`src/hw/rtl/rwsu_pkg.sv`:
```
// ----------------------------------------------------------------------------
// Readout word stream unpacker package
// Shared types, result codes, register indexes and small decode functions.
// ----------------------------------------------------------------------------
package rwsu_pkg;

    localparam int SAMPLE_W  = 9;
    localparam int MAX_BURST = 7;
    localparam int TIME_W    = 45;
    localparam int EPOCH_W   = 30;
    localparam int LEN_W     = 16;
    localparam int CFG_IDX_W = 2;
    localparam int CFG_DAT_W = 16;

    localparam logic [LEN_W-1:0] EPOCH_LEN_RESET = 16'd20480;

    localparam logic [CFG_IDX_W-1:0] REG_BASELINE_AVG = 2'd0;
    localparam logic [CFG_IDX_W-1:0] REG_EPOCH_LEN    = 2'd1;

    typedef enum logic [1:0] {
        KIND_HIT   = 2'd0,
        KIND_EPOCH = 2'd1,
        KIND_INFO  = 2'd2,
        KIND_ERROR = 2'd3
    } t_kind;

    localparam logic [2:0] ERR_STRAY   = 3'd0;
    localparam logic [2:0] ERR_MISSING = 3'd1;
    localparam logic [2:0] ERR_NULL    = 3'd2;
    localparam logic [2:0] ERR_UNKNOWN = 3'd3;

    localparam logic [2:0] INFO_BOM = 3'd0;
    localparam logic [2:0] INFO_MSB = 3'd1;
    localparam logic [2:0] INFO_BUF = 3'd2;
    localparam logic [2:0] INFO_UNU = 3'd3;
    localparam logic [2:0] INFO_MIS = 3'd4;

    localparam logic [2:0] EPOCH_STEP = 3'd0;
    localparam logic [2:0] EPOCH_JUMP = 3'd1;

    localparam logic [2:0] HIT_CODE = 3'd0;

    typedef struct packed {
        logic             avg_mode;
        logic [LEN_W-1:0] epoch_len;
    } t_cfg;

    // all results of one word: a shared header and up to seven samples
    typedef struct packed {
        t_kind                                kind;
        logic [5:0]                           elink;
        logic [3:0]                           channel;
        logic [15:0]                          link;
        logic [1:0]                           hit_kind;
        logic                                 multi;
        logic [5:0]                           total;
        logic [TIME_W-1:0]                    full_time;
        logic [2:0]                           code;
        logic [4:0]                           first_idx;
        logic [2:0]                           count;
        logic [MAX_BURST-1:0][SAMPLE_W-1:0]   samples;
    } t_bundle;

    function automatic logic [2:0] words_needed(input logic [5:0] total);
        logic [2:0] res;
        if (total < 6'd4)       res = 3'd0;
        else if (total < 6'd11) res = 3'd1;
        else if (total < 6'd18) res = 3'd2;
        else if (total < 6'd25) res = 3'd3;
        else if (total < 6'd32) res = 3'd4;
        else                    res = 3'd5;
        return res;
    endfunction

    function automatic logic [2:0] info_code(input logic [2:0] info_type);
        logic [2:0] res;
        case (info_type)
            3'd6, 3'd7: res = INFO_BOM;
            3'd3:       res = INFO_BUF;
            3'd4:       res = INFO_UNU;
            3'd5:       res = INFO_MIS;
            default:    res = INFO_MSB;
        endcase
        return res;
    endfunction

endpackage

```
`src/hw/rtl/rwsu_if.sv`:
```
// ----------------------------------------------------------------------------
// Readout word stream unpacker channels
// Valid/ready channels for readout words, results and register writes.
// ----------------------------------------------------------------------------
interface rwsu_in_if;
    logic        valid;
    logic        ready;
    logic [63:0] data_word;
    logic        slice_end;
    logic [15:0] link_id;

    modport source (output valid, data_word, slice_end, link_id, input ready);
    modport sink   (input valid, data_word, slice_end, link_id, output ready);
endinterface

interface rwsu_out_if;
    logic               valid;
    logic               ready;
    logic [1:0]         event_kind;
    logic [5:0]         elink;
    logic [3:0]         channel;
    logic [15:0]        link;
    logic [1:0]         hit_kind;
    logic               multi_hit;
    logic [5:0]         sample_total;
    logic [44:0]        full_time;
    logic [4:0]         sample_index;
    logic signed [8:0]  sample_value;
    logic [2:0]         code;
    logic               last_of_item;

    modport source (output valid, event_kind, elink, channel, link, hit_kind, multi_hit,
                    sample_total, full_time, sample_index, sample_value, code,
                    last_of_item, input ready);
    modport sink   (input valid, event_kind, elink, channel, link, hit_kind, multi_hit,
                    sample_total, full_time, sample_index, sample_value, code,
                    last_of_item, output ready);
endinterface

interface rwsu_cfg_if;
    logic        valid;
    logic        ready;
    logic [1:0]  index;
    logic [15:0] data;

    modport source (output valid, index, data, input ready);
    modport sink   (input valid, index, data, output ready);
endinterface

```
`src/hw/rtl/rwsu_decode.sv`:
```
// ----------------------------------------------------------------------------
// Readout word decoder
// Registers one readout word, classifies it against the slice state and
// hands all of its results to the serialiser as one bundle.
// ----------------------------------------------------------------------------
module rwsu_decode (
    input  logic             i_clk,
    input  logic             i_rst_n,
    rwsu_in_if.sink          i_in,
    input  rwsu_pkg::t_cfg   i_cfg,
    output rwsu_pkg::t_bundle o_bundle,
    output logic             o_bundle_valid,
    input  logic             i_bundle_ready
);

    // input register
    logic        r_in_valid;
    logic [63:0] r_word;
    logic        r_end;
    logic [15:0] r_link;

    // slice state
    logic [rwsu_pkg::EPOCH_W-1:0] r_epoch, n_epoch;
    logic [2:0]                   r_cont_left, n_cont_left;
    logic [5:0]                   r_next_sample, n_next_sample;
    logic                         r_skip, n_skip;

    // hit header, written at hit start before any read
    logic [5:0]                  r_held_elink, n_held_elink;
    logic [3:0]                  r_held_channel, n_held_channel;
    logic [15:0]                 r_held_link, n_held_link;
    logic [1:0]                  r_held_hit_kind, n_held_hit_kind;
    logic                        r_held_multi, n_held_multi;
    logic [5:0]                  r_held_total, n_held_total;
    logic [rwsu_pkg::TIME_W-1:0] r_held_time, n_held_time;

    logic        w_commit;
    logic [45:0] w_product;
    logic [rwsu_pkg::TIME_W-1:0] w_hit_time;
    logic [5:0]  w_hit_total;
    logic [5:0]  w_rem;
    logic [2:0]  w_cont_cnt;
    logic [29:0] w_epoch_val;
    logic        w_epoch_jump;
    rwsu_pkg::t_bundle w_bundle;

    assign w_product   = r_epoch * i_cfg.epoch_len;
    assign w_hit_time  = w_product[44:0] + {34'd0, r_word[45:35]};
    assign w_hit_total = {1'b0, r_word[31:27]} + 6'd1;
    assign w_rem       = r_held_total - r_next_sample;
    assign w_cont_cnt  = (w_rem > 6'd7) ? 3'd7 : w_rem[2:0];
    assign w_epoch_val = r_word[61:32];
    assign w_epoch_jump = ({1'b0, w_epoch_val} != ({1'b0, r_epoch} + 31'd1));

    always_comb begin
        w_bundle        = '0;
        n_epoch         = r_epoch;
        n_cont_left     = r_cont_left;
        n_next_sample   = r_next_sample;
        n_skip          = r_skip;
        n_held_elink    = r_held_elink;
        n_held_channel  = r_held_channel;
        n_held_link     = r_held_link;
        n_held_hit_kind = r_held_hit_kind;
        n_held_multi    = r_held_multi;
        n_held_total    = r_held_total;
        n_held_time     = r_held_time;

        if (r_skip) begin
            // rest of the slice dropped
        end else if (r_cont_left != 3'd0) begin
            if (r_word[63]) begin
                w_bundle.kind      = rwsu_pkg::KIND_HIT;
                w_bundle.elink     = r_held_elink;
                w_bundle.channel   = r_held_channel;
                w_bundle.link      = r_held_link;
                w_bundle.hit_kind  = r_held_hit_kind;
                w_bundle.multi     = r_held_multi;
                w_bundle.total     = r_held_total;
                w_bundle.full_time = r_held_time;
                w_bundle.code      = rwsu_pkg::HIT_CODE;
                w_bundle.first_idx = r_next_sample[4:0];
                w_bundle.count     = w_cont_cnt;
                for (int j = 0; j < rwsu_pkg::MAX_BURST; j++) begin
                    w_bundle.samples[j] = r_word[62-9*j -: 9];
                end
                n_cont_left   = r_cont_left - 3'd1;
                n_next_sample = r_next_sample + {3'd0, w_cont_cnt};
            end else begin
                w_bundle.kind  = rwsu_pkg::KIND_ERROR;
                w_bundle.code  = rwsu_pkg::ERR_MISSING;
                w_bundle.count = 3'd1;
                n_cont_left    = 3'd0;
                n_skip         = 1'b1;
            end
        end else if (r_word[63:61] == 3'b001) begin
            n_held_elink    = r_word[60:55];
            n_held_channel  = r_word[54:51];
            n_held_hit_kind = r_word[34:33];
            n_held_multi    = r_word[32];
            n_held_total    = w_hit_total;
            n_held_link     = r_link;
            n_held_time     = w_hit_time;
            w_bundle.kind      = rwsu_pkg::KIND_HIT;
            w_bundle.elink     = n_held_elink;
            w_bundle.channel   = n_held_channel;
            w_bundle.link      = n_held_link;
            w_bundle.hit_kind  = n_held_hit_kind;
            w_bundle.multi     = n_held_multi;
            w_bundle.total     = n_held_total;
            w_bundle.full_time = n_held_time;
            w_bundle.code      = rwsu_pkg::HIT_CODE;
            w_bundle.first_idx = 5'd0;
            w_bundle.count     = (w_hit_total < 6'd3) ? w_hit_total[2:0] : 3'd3;
            // baseline averaging keeps extra precision in sample zero
            if (i_cfg.avg_mode && !r_word[32]) begin
                w_bundle.samples[0] = {2'b10, r_word[26:20]};
            end else begin
                w_bundle.samples[0] = r_word[26:18];
            end
            w_bundle.samples[1] = r_word[17:9];
            w_bundle.samples[2] = r_word[8:0];
            n_cont_left   = rwsu_pkg::words_needed(w_hit_total);
            n_next_sample = 6'd3;
        end else if (r_word[63]) begin
            w_bundle.kind  = rwsu_pkg::KIND_ERROR;
            w_bundle.code  = rwsu_pkg::ERR_STRAY;
            w_bundle.count = 3'd1;
            n_skip         = 1'b1;
        end else if (r_word[62]) begin
            w_bundle.kind      = rwsu_pkg::KIND_EPOCH;
            w_bundle.full_time = {15'd0, w_epoch_val};
            w_bundle.code      = w_epoch_jump ? rwsu_pkg::EPOCH_JUMP : rwsu_pkg::EPOCH_STEP;
            w_bundle.count     = 3'd1;
            n_epoch            = w_epoch_val;
        end else if (r_word[60]) begin
            w_bundle.kind  = rwsu_pkg::KIND_INFO;
            w_bundle.code  = rwsu_pkg::info_code(r_word[19:17]);
            w_bundle.count = 3'd1;
        end else if (r_word == 64'd0) begin
            if (!r_end) begin
                w_bundle.kind  = rwsu_pkg::KIND_ERROR;
                w_bundle.code  = rwsu_pkg::ERR_NULL;
                w_bundle.count = 3'd1;
            end
        end else begin
            w_bundle.kind  = rwsu_pkg::KIND_ERROR;
            w_bundle.code  = rwsu_pkg::ERR_UNKNOWN;
            w_bundle.count = 3'd1;
        end

        // slice end abandons any open hit
        if (r_end) begin
            n_skip      = 1'b0;
            n_cont_left = 3'd0;
        end
    end

    assign o_bundle       = w_bundle;
    assign o_bundle_valid = r_in_valid && (w_bundle.count != 3'd0);
    // words with no result retire without waiting on the serialiser
    assign w_commit       = r_in_valid && (!o_bundle_valid || i_bundle_ready);
    assign i_in.ready     = !r_in_valid || w_commit;

    always_ff @(posedge i_clk) begin
        if (!i_rst_n) begin
            r_in_valid    <= 1'b0;
            r_epoch       <= '0;
            r_cont_left   <= '0;
            r_next_sample <= '0;
            r_skip        <= 1'b0;
        end else begin
            if (i_in.valid && i_in.ready) begin
                r_in_valid <= 1'b1;
            end else if (w_commit) begin
                r_in_valid <= 1'b0;
            end
            if (w_commit) begin
                r_epoch       <= n_epoch;
                r_cont_left   <= n_cont_left;
                r_next_sample <= n_next_sample;
                r_skip        <= n_skip;
            end
        end
    end

    always_ff @(posedge i_clk) begin
        if (i_in.valid && i_in.ready) begin
            r_word <= i_in.data_word;
            r_end  <= i_in.slice_end;
            r_link <= i_in.link_id;
        end
        if (w_commit) begin
            r_held_elink    <= n_held_elink;
            r_held_channel  <= n_held_channel;
            r_held_link     <= n_held_link;
            r_held_hit_kind <= n_held_hit_kind;
            r_held_multi    <= n_held_multi;
            r_held_total    <= n_held_total;
            r_held_time     <= n_held_time;
        end
    end

endmodule

```
`src/hw/rtl/rwsu_serial.sv`:
```
// ----------------------------------------------------------------------------
// Result serialiser
// Holds one bundle and moves its results into the output register, one per
// cycle unless o_out stalls; takes the next bundle as the last result leaves.
// ----------------------------------------------------------------------------
module rwsu_serial (
    input  logic              i_clk,
    input  logic              i_rst_n,
    input  rwsu_pkg::t_bundle i_bundle,
    input  logic              i_bundle_valid,
    output logic              o_bundle_ready,
    rwsu_out_if.source        o_out
);

    rwsu_pkg::t_bundle r_bundle;
    logic [2:0]        r_left;
    logic [2:0]        r_pos;

    logic                 r_out_valid;
    rwsu_pkg::t_kind      r_out_kind;
    logic [5:0]           r_out_elink;
    logic [3:0]           r_out_channel;
    logic [15:0]          r_out_link;
    logic [1:0]           r_out_hit_kind;
    logic                 r_out_multi;
    logic [5:0]           r_out_total;
    logic [44:0]          r_out_time;
    logic [4:0]           r_out_idx;
    logic [8:0]           r_out_sample;
    logic [2:0]           r_out_code;
    logic                 r_out_last;

    logic w_advance;
    logic w_load;

    assign w_advance      = (r_left != 3'd0) && (!r_out_valid || o_out.ready);
    assign o_bundle_ready = (r_left == 3'd0) || ((r_left == 3'd1) && w_advance);
    assign w_load         = i_bundle_valid && o_bundle_ready;

    always_ff @(posedge i_clk) begin
        if (!i_rst_n) begin
            r_left      <= '0;
            r_pos       <= '0;
            r_out_valid <= 1'b0;
        end else begin
            if (w_load) begin
                r_left <= i_bundle.count;
                r_pos  <= 3'd0;
            end else if (w_advance) begin
                r_left <= r_left - 3'd1;
                r_pos  <= r_pos + 3'd1;
            end
            if (w_advance) begin
                r_out_valid <= 1'b1;
            end else if (o_out.ready) begin
                r_out_valid <= 1'b0;
            end
        end
    end

    always_ff @(posedge i_clk) begin
        if (w_load) begin
            r_bundle <= i_bundle;
        end
        if (w_advance) begin
            r_out_kind     <= r_bundle.kind;
            r_out_elink    <= r_bundle.elink;
            r_out_channel  <= r_bundle.channel;
            r_out_link     <= r_bundle.link;
            r_out_hit_kind <= r_bundle.hit_kind;
            r_out_multi    <= r_bundle.multi;
            r_out_total    <= r_bundle.total;
            r_out_time     <= r_bundle.full_time;
            r_out_idx      <= r_bundle.first_idx + {2'd0, r_pos};
            r_out_sample   <= r_bundle.samples[r_pos];
            r_out_code     <= r_bundle.code;
            r_out_last     <= (r_left == 3'd1);
        end
    end

    assign o_out.valid        = r_out_valid;
    assign o_out.event_kind   = r_out_kind;
    assign o_out.elink        = r_out_elink;
    assign o_out.channel      = r_out_channel;
    assign o_out.link         = r_out_link;
    assign o_out.hit_kind     = r_out_hit_kind;
    assign o_out.multi_hit    = r_out_multi;
    assign o_out.sample_total = r_out_total;
    assign o_out.full_time    = r_out_time;
    assign o_out.sample_index = r_out_idx;
    assign o_out.sample_value = $signed(r_out_sample);
    assign o_out.code         = r_out_code;
    assign o_out.last_of_item = r_out_last;

endmodule

```
`src/hw/rtl/readout_word_stream_unpacker.sv`:
```
// ----------------------------------------------------------------------------
// Readout word stream unpacker
// Decodes microslice readout words into hit samples, epoch, info and error
// results, with two run-time registers.
// ----------------------------------------------------------------------------
// path: a taken word goes through the input, bundle and output registers
// throughput: one word per cycle while o_out accepts and each gives at most
//   one result; up to 7 results hold the serialiser, leaving one per cycle
// reset: synchronous active low; clears slice state, epoch count, valid flags
//   and registers (epoch length back to 20480), with no clearing pass
module readout_word_stream_unpacker (
    input  logic        i_clk,
    input  logic        i_rst_n,
    rwsu_in_if.sink     i_in,
    rwsu_out_if.source  o_out,
    rwsu_cfg_if.sink    i_cfg
);

    logic                          r_avg_mode;
    logic [rwsu_pkg::LEN_W-1:0]    r_epoch_len;
    rwsu_pkg::t_cfg                w_cfg;
    rwsu_pkg::t_bundle             w_bundle;
    logic                          w_bundle_valid;
    logic                          w_bundle_ready;

    assign i_cfg.ready = 1'b1;

    always_ff @(posedge i_clk) begin
        if (!i_rst_n) begin
            r_avg_mode  <= 1'b0;
            r_epoch_len <= rwsu_pkg::EPOCH_LEN_RESET;
        end else if (i_cfg.valid) begin
            case (i_cfg.index)
                rwsu_pkg::REG_BASELINE_AVG: r_avg_mode  <= i_cfg.data[0];
                rwsu_pkg::REG_EPOCH_LEN:    r_epoch_len <= i_cfg.data;
                default: ;
            endcase
        end
    end

    assign w_cfg.avg_mode  = r_avg_mode;
    assign w_cfg.epoch_len = r_epoch_len;

    rwsu_decode u_decode (
        .i_clk          (i_clk),
        .i_rst_n        (i_rst_n),
        .i_in           (i_in),
        .i_cfg          (w_cfg),
        .o_bundle       (w_bundle),
        .o_bundle_valid (w_bundle_valid),
        .i_bundle_ready (w_bundle_ready)
    );

    rwsu_serial u_serial (
        .i_clk          (i_clk),
        .i_rst_n        (i_rst_n),
        .i_bundle       (w_bundle),
        .i_bundle_valid (w_bundle_valid),
        .o_bundle_ready (w_bundle_ready),
        .o_out          (o_out)
    );

    // epoch, info and error requests are single results
    a_single_non_hit: assert property (@(posedge i_clk) disable iff (!i_rst_n)
        o_out.valid && (o_out.event_kind != rwsu_pkg::KIND_HIT) |-> o_out.last_of_item)
        else $error("non-hit result not marked last");

    a_non_hit_clear: assert property (@(posedge i_clk) disable iff (!i_rst_n)
        o_out.valid && (o_out.event_kind != rwsu_pkg::KIND_HIT)
        |-> (o_out.sample_index == 5'd0) && (o_out.sample_value == 9'sd0)
            && (o_out.sample_total == 6'd0))
        else $error("non-hit result carries sample fields");

    a_index_in_hit: assert property (@(posedge i_clk) disable iff (!i_rst_n)
        o_out.valid && (o_out.event_kind == rwsu_pkg::KIND_HIT)
        |-> ({1'b0, o_out.sample_index} < o_out.sample_total))
        else $error("sample index beyond hit sample count");

endmodule
```
`src/flat_wrapper.sv`:
```
// flat-port wrapper written by rule: the top's interface ports become plain ports
module readout_word_stream_unpacker_flat 
  (i_clk, i_rst_n, i_in_valid, i_in_data_word, i_in_slice_end, i_in_link_id, i_in_ready, o_out_valid, o_out_event_kind, o_out_elink, o_out_channel, o_out_link, o_out_hit_kind, o_out_multi_hit, o_out_sample_total, o_out_full_time, o_out_sample_index, o_out_sample_value, o_out_code, o_out_last_of_item, o_out_ready, i_cfg_valid, i_cfg_index, i_cfg_data, i_cfg_ready);
  rwsu_in_if i_in_i ();
  rwsu_out_if o_out_i ();
  rwsu_cfg_if i_cfg_i ();
  input  logic i_clk;
  input  logic i_rst_n;
  input wire logic [$bits(i_in_i.valid)-1:0] i_in_valid;
  input wire logic [$bits(i_in_i.data_word)-1:0] i_in_data_word;
  input wire logic [$bits(i_in_i.slice_end)-1:0] i_in_slice_end;
  input wire logic [$bits(i_in_i.link_id)-1:0] i_in_link_id;
  output wire logic [$bits(i_in_i.ready)-1:0] i_in_ready;
  output wire logic [$bits(o_out_i.valid)-1:0] o_out_valid;
  output wire logic [$bits(o_out_i.event_kind)-1:0] o_out_event_kind;
  output wire logic [$bits(o_out_i.elink)-1:0] o_out_elink;
  output wire logic [$bits(o_out_i.channel)-1:0] o_out_channel;
  output wire logic [$bits(o_out_i.link)-1:0] o_out_link;
  output wire logic [$bits(o_out_i.hit_kind)-1:0] o_out_hit_kind;
  output wire logic [$bits(o_out_i.multi_hit)-1:0] o_out_multi_hit;
  output wire logic [$bits(o_out_i.sample_total)-1:0] o_out_sample_total;
  output wire logic [$bits(o_out_i.full_time)-1:0] o_out_full_time;
  output wire logic [$bits(o_out_i.sample_index)-1:0] o_out_sample_index;
  output wire logic [$bits(o_out_i.sample_value)-1:0] o_out_sample_value;
  output wire logic [$bits(o_out_i.code)-1:0] o_out_code;
  output wire logic [$bits(o_out_i.last_of_item)-1:0] o_out_last_of_item;
  input wire logic [$bits(o_out_i.ready)-1:0] o_out_ready;
  input wire logic [$bits(i_cfg_i.valid)-1:0] i_cfg_valid;
  input wire logic [$bits(i_cfg_i.index)-1:0] i_cfg_index;
  input wire logic [$bits(i_cfg_i.data)-1:0] i_cfg_data;
  output wire logic [$bits(i_cfg_i.ready)-1:0] i_cfg_ready;
  assign i_in_i.valid = i_in_valid;
  assign i_in_i.data_word = i_in_data_word;
  assign i_in_i.slice_end = i_in_slice_end;
  assign i_in_i.link_id = i_in_link_id;
  assign i_in_ready = i_in_i.ready;
  assign o_out_valid = o_out_i.valid;
  assign o_out_event_kind = o_out_i.event_kind;
  assign o_out_elink = o_out_i.elink;
  assign o_out_channel = o_out_i.channel;
  assign o_out_link = o_out_i.link;
  assign o_out_hit_kind = o_out_i.hit_kind;
  assign o_out_multi_hit = o_out_i.multi_hit;
  assign o_out_sample_total = o_out_i.sample_total;
  assign o_out_full_time = o_out_i.full_time;
  assign o_out_sample_index = o_out_i.sample_index;
  assign o_out_sample_value = o_out_i.sample_value;
  assign o_out_code = o_out_i.code;
  assign o_out_last_of_item = o_out_i.last_of_item;
  assign o_out_i.ready = o_out_ready;
  assign i_cfg_i.valid = i_cfg_valid;
  assign i_cfg_i.index = i_cfg_index;
  assign i_cfg_i.data = i_cfg_data;
  assign i_cfg_ready = i_cfg_i.ready;
  readout_word_stream_unpacker u_core (.i_clk(i_clk), .i_rst_n(i_rst_n), .i_in(i_in_i), .o_out(o_out_i), .i_cfg(i_cfg_i));
endmodule
```
`config.mk`:
```
export PLATFORM = sky130hd
export DESIGN_NAME = readout_word_stream_unpacker_flat
export DESIGN_NICKNAME = d
export VERILOG_FILES = /design/src/hw/rtl/rwsu_pkg.sv /design/src/hw/rtl/rwsu_if.sv /design/src/hw/rtl/rwsu_decode.sv /design/src/hw/rtl/rwsu_serial.sv /design/src/hw/rtl/readout_word_stream_unpacker.sv /design/src/flat_wrapper.sv
export SDC_FILE = /design/constraint.sdc
export NUM_CORES = 2
export LEC_CHECK = 0
export BUFFER_PORTS_ARGS = -buffer_cell sky130_fd_sc_hd__buf_2
export CAP_MARGIN = 20
export CORE_UTILIZATION = 60
export CTS_BUF_LIST = sky130_fd_sc_hd__clkbuf_4
export CTS_CLUSTER_SIZE = 16
export DETAILED_ROUTE_END_ITERATION = 16
export PLACE_DENSITY = 0.8
export SLEW_MARGIN = 15
export SYNTH_ARGS = -nofsm -noshare
export SYNTH_HDL_FRONTEND = slang
export SYNTH_SLANG_ARGS = --single-unit
```
`constraint.sdc`:
```
create_clock -name i_clk -period 18.2 [get_ports i_clk]
set_input_delay 1.82 -clock i_clk [delete_from_list [all_inputs] [get_ports i_clk]]
set_output_delay 1.82 -clock i_clk [all_outputs]
set_load 0.03 [all_outputs]
```
* Word-level counts from Yosys, hierarchy flattened
Index checks and enable logic that the tools add are counted.
Operators by class: add/sub/neg operators 9, multiply operators 1, order comparisons 8, equality and inequality tests 11, muxes and demuxes 64, bitwise gates (word level) 5, reduce and logical (&&, ||, !) cells 35
Operators with widths (number):
- $mux W93 | 1
- $mux W80 | 1
- $mux W3 | 23
- $mux W66 | 1
- $logic_not A64 Y1 | 1
- $mux W63 | 1
- $mux W27 | 2
- $mux W48 | 1
- $add A45 B11 Y45 | 1
- $mul A30 B16 Y45 | 1
- $mux W45 | 1
- $mux W36 | 1
- $mux W35 | 1
- $add A30 B1 Y31 const B | 1
- $ne A30 B31 Y1 | 1
- $mux W30 | 1
- $bmux W9 S3 | 1
- $mux W6 | 3
- $mux W9 | 2
- $mux W2 | 8
- $mux W1 | 14
- $eq A3 B3 Y1 const B | 4
- $lt A6 B5 Y1 const B | 2
- $pmux W3 S4 | 1
- other kinds (31) | 59
Word-level totals: register bits 479, bits of input ports 104, output and inout bits 103, logic and storage cells 182

* Logic depth before layout (Yosys ltp)
word-level depth 17, mapped depth 26, depth with buffers taken out 23

* By module
A second synthesis with hierarchy kept.
Second synthesis, totals: cells, all modules 3296, area, all modules 35524.1 µm²
By module, submodules not included:
- rwsu_decode | times used 1, cells an instance 2849, area an instance 26171.4 µm², seq. area each 5655.4 µm²
- rwsu_serial | times used 1, cells an instance 371, area an instance 8643.3 µm², seq. area each 7737.4 µm²
- readout_word_stream_unpacker | times used 1, cells an instance 76, area an instance 709.4 µm², seq. area each 340.3 µm²

* Least setup slack after synthesis
No wires, ideal clock.
kind input-to-reg, start input o_out_ready, end register u_core.u_serial.r_left[2], setup time 115 ps, arrival 7914 ps, data required time 18085 ps, path slack 10171 ps, cell stages on the path 7, buffers on the path 0, path through inv_1 a21oi_1 nand2_1 xnor2_1 nand2_1 o21ai_0 and2_1
On the way: cells in the longest elaborated chain, start to end 6, elaborated cells on any way between the ends 7, those cells by class mux: 1; reduce/logical: 6
RTL lines:
- start, declared | line flat_wrapper.sv:27 | input wire logic [$bits(o_out_i.ready)-1:0] o_out_ready;
- $logic_or A1 B1 Y1 * | line rwsu_serial.sv:36 | assign w_advance = (r_left != 3'd0) && (!r_out_valid || o_out.ready);
- $logic_and A1 B1 Y1 * | line rwsu_serial.sv:36
- via u_core.u_serial.w_advance | line rwsu_serial.sv:33 | logic w_advance;
- $logic_and A1 B1 Y1 | line rwsu_serial.sv:37 | assign o_bundle_ready = (r_left == 3'd0) || ((r_left == 3'd1) && w_advance);
- $logic_or A1 B1 Y1 | line rwsu_serial.sv:37
- $logic_and A1 B1 Y1 | line rwsu_serial.sv:38 | assign w_load = i_bundle_valid && o_bundle_ready;
- $mux W3 or $reduce_bool A2 Y1 (tied branches)
- end signal, assigned | line rwsu_serial.sv:47 | r_left <= i_bundle.count;
- end signal, assigned | line rwsu_serial.sv:50 | r_left <= r_left - 3'd1;
- end, declared | line rwsu_serial.sv:16 | logic [2:0] r_left;
Mark *: on every way through the listed nets, which the timed path passes. The rest lies on a longest branch. A chain may end at the register's enable or synchronous reset.

* Final worst setup path
start register u_core.r_epoch_len[1] (netlist name), end register u_core.u_serial.r_bundle[117] (netlist name) (data pin)
On the way: cells in the longest elaborated chain, start to end 4
RTL lines:
- start, declared | line readout_word_stream_unpacker.sv:20 | logic [rwsu_pkg::LEN_W-1:0] r_epoch_len;
- start signal, assigned | line readout_word_stream_unpacker.sv:31 | r_epoch_len <= rwsu_pkg::EPOCH_LEN_RESET;
- start signal, assigned | line readout_word_stream_unpacker.sv:35 | rwsu_pkg::REG_EPOCH_LEN: r_epoch_len <= i_cfg.data;
- $mul A30 B16 Y45 | line rwsu_decode.sv:47 | assign w_product = r_epoch * i_cfg.epoch_len;
- $add A45 B11 Y45 | line rwsu_decode.sv:48 | assign w_hit_time = w_product[44:0] + {34'd0, r_word[45:35]};
- $mux W48 | line rwsu_decode.sv:96 | end else if (r_word[63:61] == 3'b001) begin
- $mux W93 | line rwsu_decode.sv:71 | end else if (r_cont_left != 3'd0) begin
- end signal, assigned | line rwsu_serial.sv:63 | r_bundle <= i_bundle;
- end, declared | line rwsu_serial.sv:15 | rwsu_pkg::t_bundle r_bundle;
Every way passes these cells.

==> impl_summary.md <==
Power
In this run the static leakage power is 16.8 nW. IR analysis of the VDD net gives a maximum drop of just over 0.2 mV. Power spread over the standard cell area amounts to 90.5 mW/mm2.

Clocking
The library cell used as clock root buffer is clkbuf_4. Buffers inserted during clock tree synthesis total 117. The clock input transition at the sequential cells of the worst setup and hold paths is 0.07 ns. The total of hold buffers inserted after clock tree synthesis is 0. The maximum level of the CTS H-tree is 3.

The CTS sink count is roughly 480. The later pin in the worst-skew pair is clocked with a latency of ~0.9 ns. The number of gates resized after CTS is 0. The number of setup buffers added after CTS is 0. The maximum clock insertion buffer count is 3. TritonCTS built the clock tree.

Timing
Hold timing on the final database bottoms out at a slack of around 0.40 ns. For the finished layout, the period the worst path requires is 7.57 ns. The worst path uses 41.6% of the clock period.

Headroom to the max-slew limit came out at roughly 26%. Setup violations remaining at the end of the flow were counted as 0. The clock skew after layout is between 0.05 and 0.06 ns.

Adding up every negative setup slack in the final design gives 0 ns. The max-slew violation count is 0. Setup slack on the critical path of the routed design comes to 10.63 ns. Setup repair after global routing left no endpoint under its margin. The peak clock frequency supported by timing is 132 MHz.

The transition time at the pin with the least slew margin is 1.11 ns. The final number of hold-violating endpoints was 0.

Finish
Relative to the synthesized area, the layout overhead comes to 9.16%. Summing all non-filler instances in the final layout gives an area of 0.0385 mm2. The number of nets in the finished design is ~4100. The top cell types in the final layout, fill and taps aside, are inv_1 (566), nand2_1 (486), edfxtp_1 (414). The final cell utilization of the core is 66.5%.

Cells with a size suffix above 1 make up 13.3% of the layout. The library cell used most frequently in the layout, excluding fill and tap cells, is inv_1.

Setup path
Counting stages on the worst path, the most repeated cell is fa_1. The startpoint-to-endpoint class of the critical path is reg2reg. Traced cell by cell, the critical path runs through buf_4 > nand2_1 > fa_1 > fa_1 > fa_1 > inv_1 > ha_1 > fa_1 > inv_1 > fa_1 > inv_1 > ha_1 > a2111oi_0 > a211oi_1 > o21ai_0 > a21oi_1 > o21ai_0 > o21ai_0 > mux2i_1 > a221o_1. The slowest stage of the critical path is the o21ai_0 cell. The combined buffer and inverter count along the critical path is 4. In this run the worst path has a maximum fanout of 22.

The family of cells with the greatest summed delay on the critical path is adder cells. Data arrives at the worst endpoint at 8.17 ns. In this design, the stage delay of the slowest critical-path cell is ~0.82 ns. The setup slack of the worst register-to-register path is ~11 ns. The element type at the critical path end is a flop.

The element type at the critical path start is a flop. At the worst endpoint, the required time is between 15 and 20 ns.

Die
The die area is 0.0598 mm2. The region available for standard cell placement spans about 0.058 mm2. The x dimension of the die is 245 um. about 210 I/O pins were placed. The number of rows in the core area is 88.

The chip height is roughly 240 um. The starting utilization of the core area is 61.0%.

Routing
For this run, design rule violations remaining after detail routing come to 0. The per-cell via count in the routed design is 5.76. The number of design-rule violations left by the first detailed-router iteration is 2385. The via count is 25067. The aggregate routed wire length is just under 90000 um.

The remaining antenna violation count is 0. The detailed-route wire length per cell is 20.3 um. The iteration count of the initial detailed-routing pass is 6.

Logic synthesis
The post-synthesis cell area is 0.0353 mm2. The proportion of register bits with asynchronous set or reset after synthesis is 0%. The number of instances in the synthesized netlist is 3300. The sequential cell area fraction in the yosys report is between 30% and 40%.

The synthesized design contains 479 register bits. Summed over all instances, the cell type with the most area after synthesis is edfxtp_1. The post-synthesis net count is 3962. The share of Yosys cell area claimed by the top area cell type is about a third. The count of distinct cell types in the synthesized netlist is 77.

During synthesis, Yosys emitted a total of 0 warnings. The number of flops mapped to enable cells by yosys is 414. By area the synthesized netlist is led by edfxtp_1 (35%), fa_1 (23%), inv_1 (6.0%). The top flip-flop cell by instance count after synthesis is edfxtp_1.

After synthesis, the mean cell area works out to around 11 um2.

Placed design
The port buffer count is slightly above 200. The detailed placement HPWL is 62500 um. At the end of routability-driven placement, the weighted congestion stood at 0.955. The pre-CTS worst setup slack is about 11 ns.

The cell area reported after detailed placement is 0.0369 mm2.

Global routing
The total global-route track usage is 30.4%. The global route total overflow is 0. The via count of the first global-routing pass came to 25670. Entering global routing, the biggest net connects 82 pins.

The number of antenna violations at the first check in global routing is 6. The global-route wire length before repair is 140000 um.

Worst hold path
The classification of the worst-slack hold path is reg2reg.

Job
The count of max-cap constraint violations is 0.

Outcome
The flow ran to the end, and the final reports show no timing, DRC or antenna violations.
routing by layer:
layer,up-vias,routed length (um),global-route usage (%)
li1,11098,-,-
met1,12188,33400,40.6
met2,1540,41600,48.4
met3,239,10100,6.63
met4,2,3240,12.4
met5,-,13,0
cell type report:
cell class | instances | area, um2
repair buffers | 251 | 1370
inverters | 567 | 2130
multi-input cells | 2059 | 18700
clock inverters | 40 | 256
well taps | 765 | 957
clock buffers | 181 | 1360
fillers | 4342 | 19400
flip-flops and latches | 479 | 13700
diodes | 7 | 17.5
synthesized netlist by cell type, types with 4 or more instances:
master    instances
o21ai_0          60
o22ai_1           7
and2_1          214
fa_1            403
nand2_1         486
nor4_1           23
edfxtp_1        414
nor2b_1          12
xor2_1           27
nor3_1           21
inv_1           567
dfxtp_1          65
a211oi_1         12
buf_6             4
a21oi_1          98
mux4_2            9
ha_1            155
a22oi_1          10
nor2_1           92
a22o_1           57
and3_1           42
nand2b_1          9
a222oi_1         12
nand4_1          16
buf_1            12
a21boi_0         20
buf_2             5
and4_1            7
or3_1             6
nand3_1          35
o21a_1            5
a31oi_1          10
a21o_1           17
o211ai_1          5
a21boi_1         30
xnor2_1          72
clkbuf_1        171
mux2i_1          28
where the power goes:
part	internal (mW)	switching, mW
clock network	0.488	0.457
logic	0.261	0.652
registers	1.50	0.132
final timing paths:
kind / start / endpoint / depth (start not counted)
setup / recovery: u_core.r_epoch_len[1] / u_core.u_serial.r_bundle[117] / 20
hold / removal: u_core.u_serial.r_bundle[111] / u_core.u_serial.o_out.full_time[37] / 0
setup reg to reg: u_core.r_epoch_len[1] / u_core.u_serial.r_bundle[117] / 20
hold reg to reg: u_core.u_serial.r_bundle[111] / u_core.u_serial.o_out.full_time[37] / 0
sequential cells by signal, summed over array words and instances (netlist names), 3 cells and up:
name                                flops
u_core.u_decode.r_held_link            16
u_core.u_decode.r_next_sample           6
u_core.u_serial.o_out.full_time        45
u_core.u_serial.o_out.sample_index      5
u_core.u_decode.r_epoch                30
u_core.u_decode.r_cont_left             3
u_core.u_serial.o_out.code              3
u_core.u_decode.r_held_channel          4
u_core.u_serial.o_out.elink             6
u_core.u_serial.o_out.sample_value      9
u_core.u_decode.r_held_time            45
u_core.u_decode.r_link                 16
u_core.u_decode.r_held_elink            6
u_core.u_decode.r_word                 64
u_core.u_serial.o_out.channel           4
u_core.r_epoch_len                     16
u_core.u_serial.o_out.link             16
u_core.u_serial.r_left                  3
u_core.u_serial.r_bundle              153
u_core.u_serial.o_out.sample_total      6
u_core.u_serial.r_pos                   3
u_core.u_decode.r_held_total            6
metrics by stage:
step | power [mW] | instances
5_1_grt | 3.65 | 4346
3_5_place_dp | 2.56 | 4121
6_report | 3.49 | 4349
3_3_place_gp | 2.53 | 4121
4_1_cts | 3.50 | 4342
2_1_floorplan | 2.27 | 3300
kinds of logic after synthesis:
family | count (synthesis) | synth area share [%]
buffers and inverters | 762 | 8.23
AOI/OAI and AO/OA | 381 | 7.40
and+or+nand+nor | 982 | 13.3
other | 1 | 0.0106
DFF | 479 | 38.9
muxes | 38 | 1.40
adders and majority gates | 558 | 28.3
xor gates and xnor gates | 99 | 2.46
Note: power is estimated with default switching activity, not from simulation.
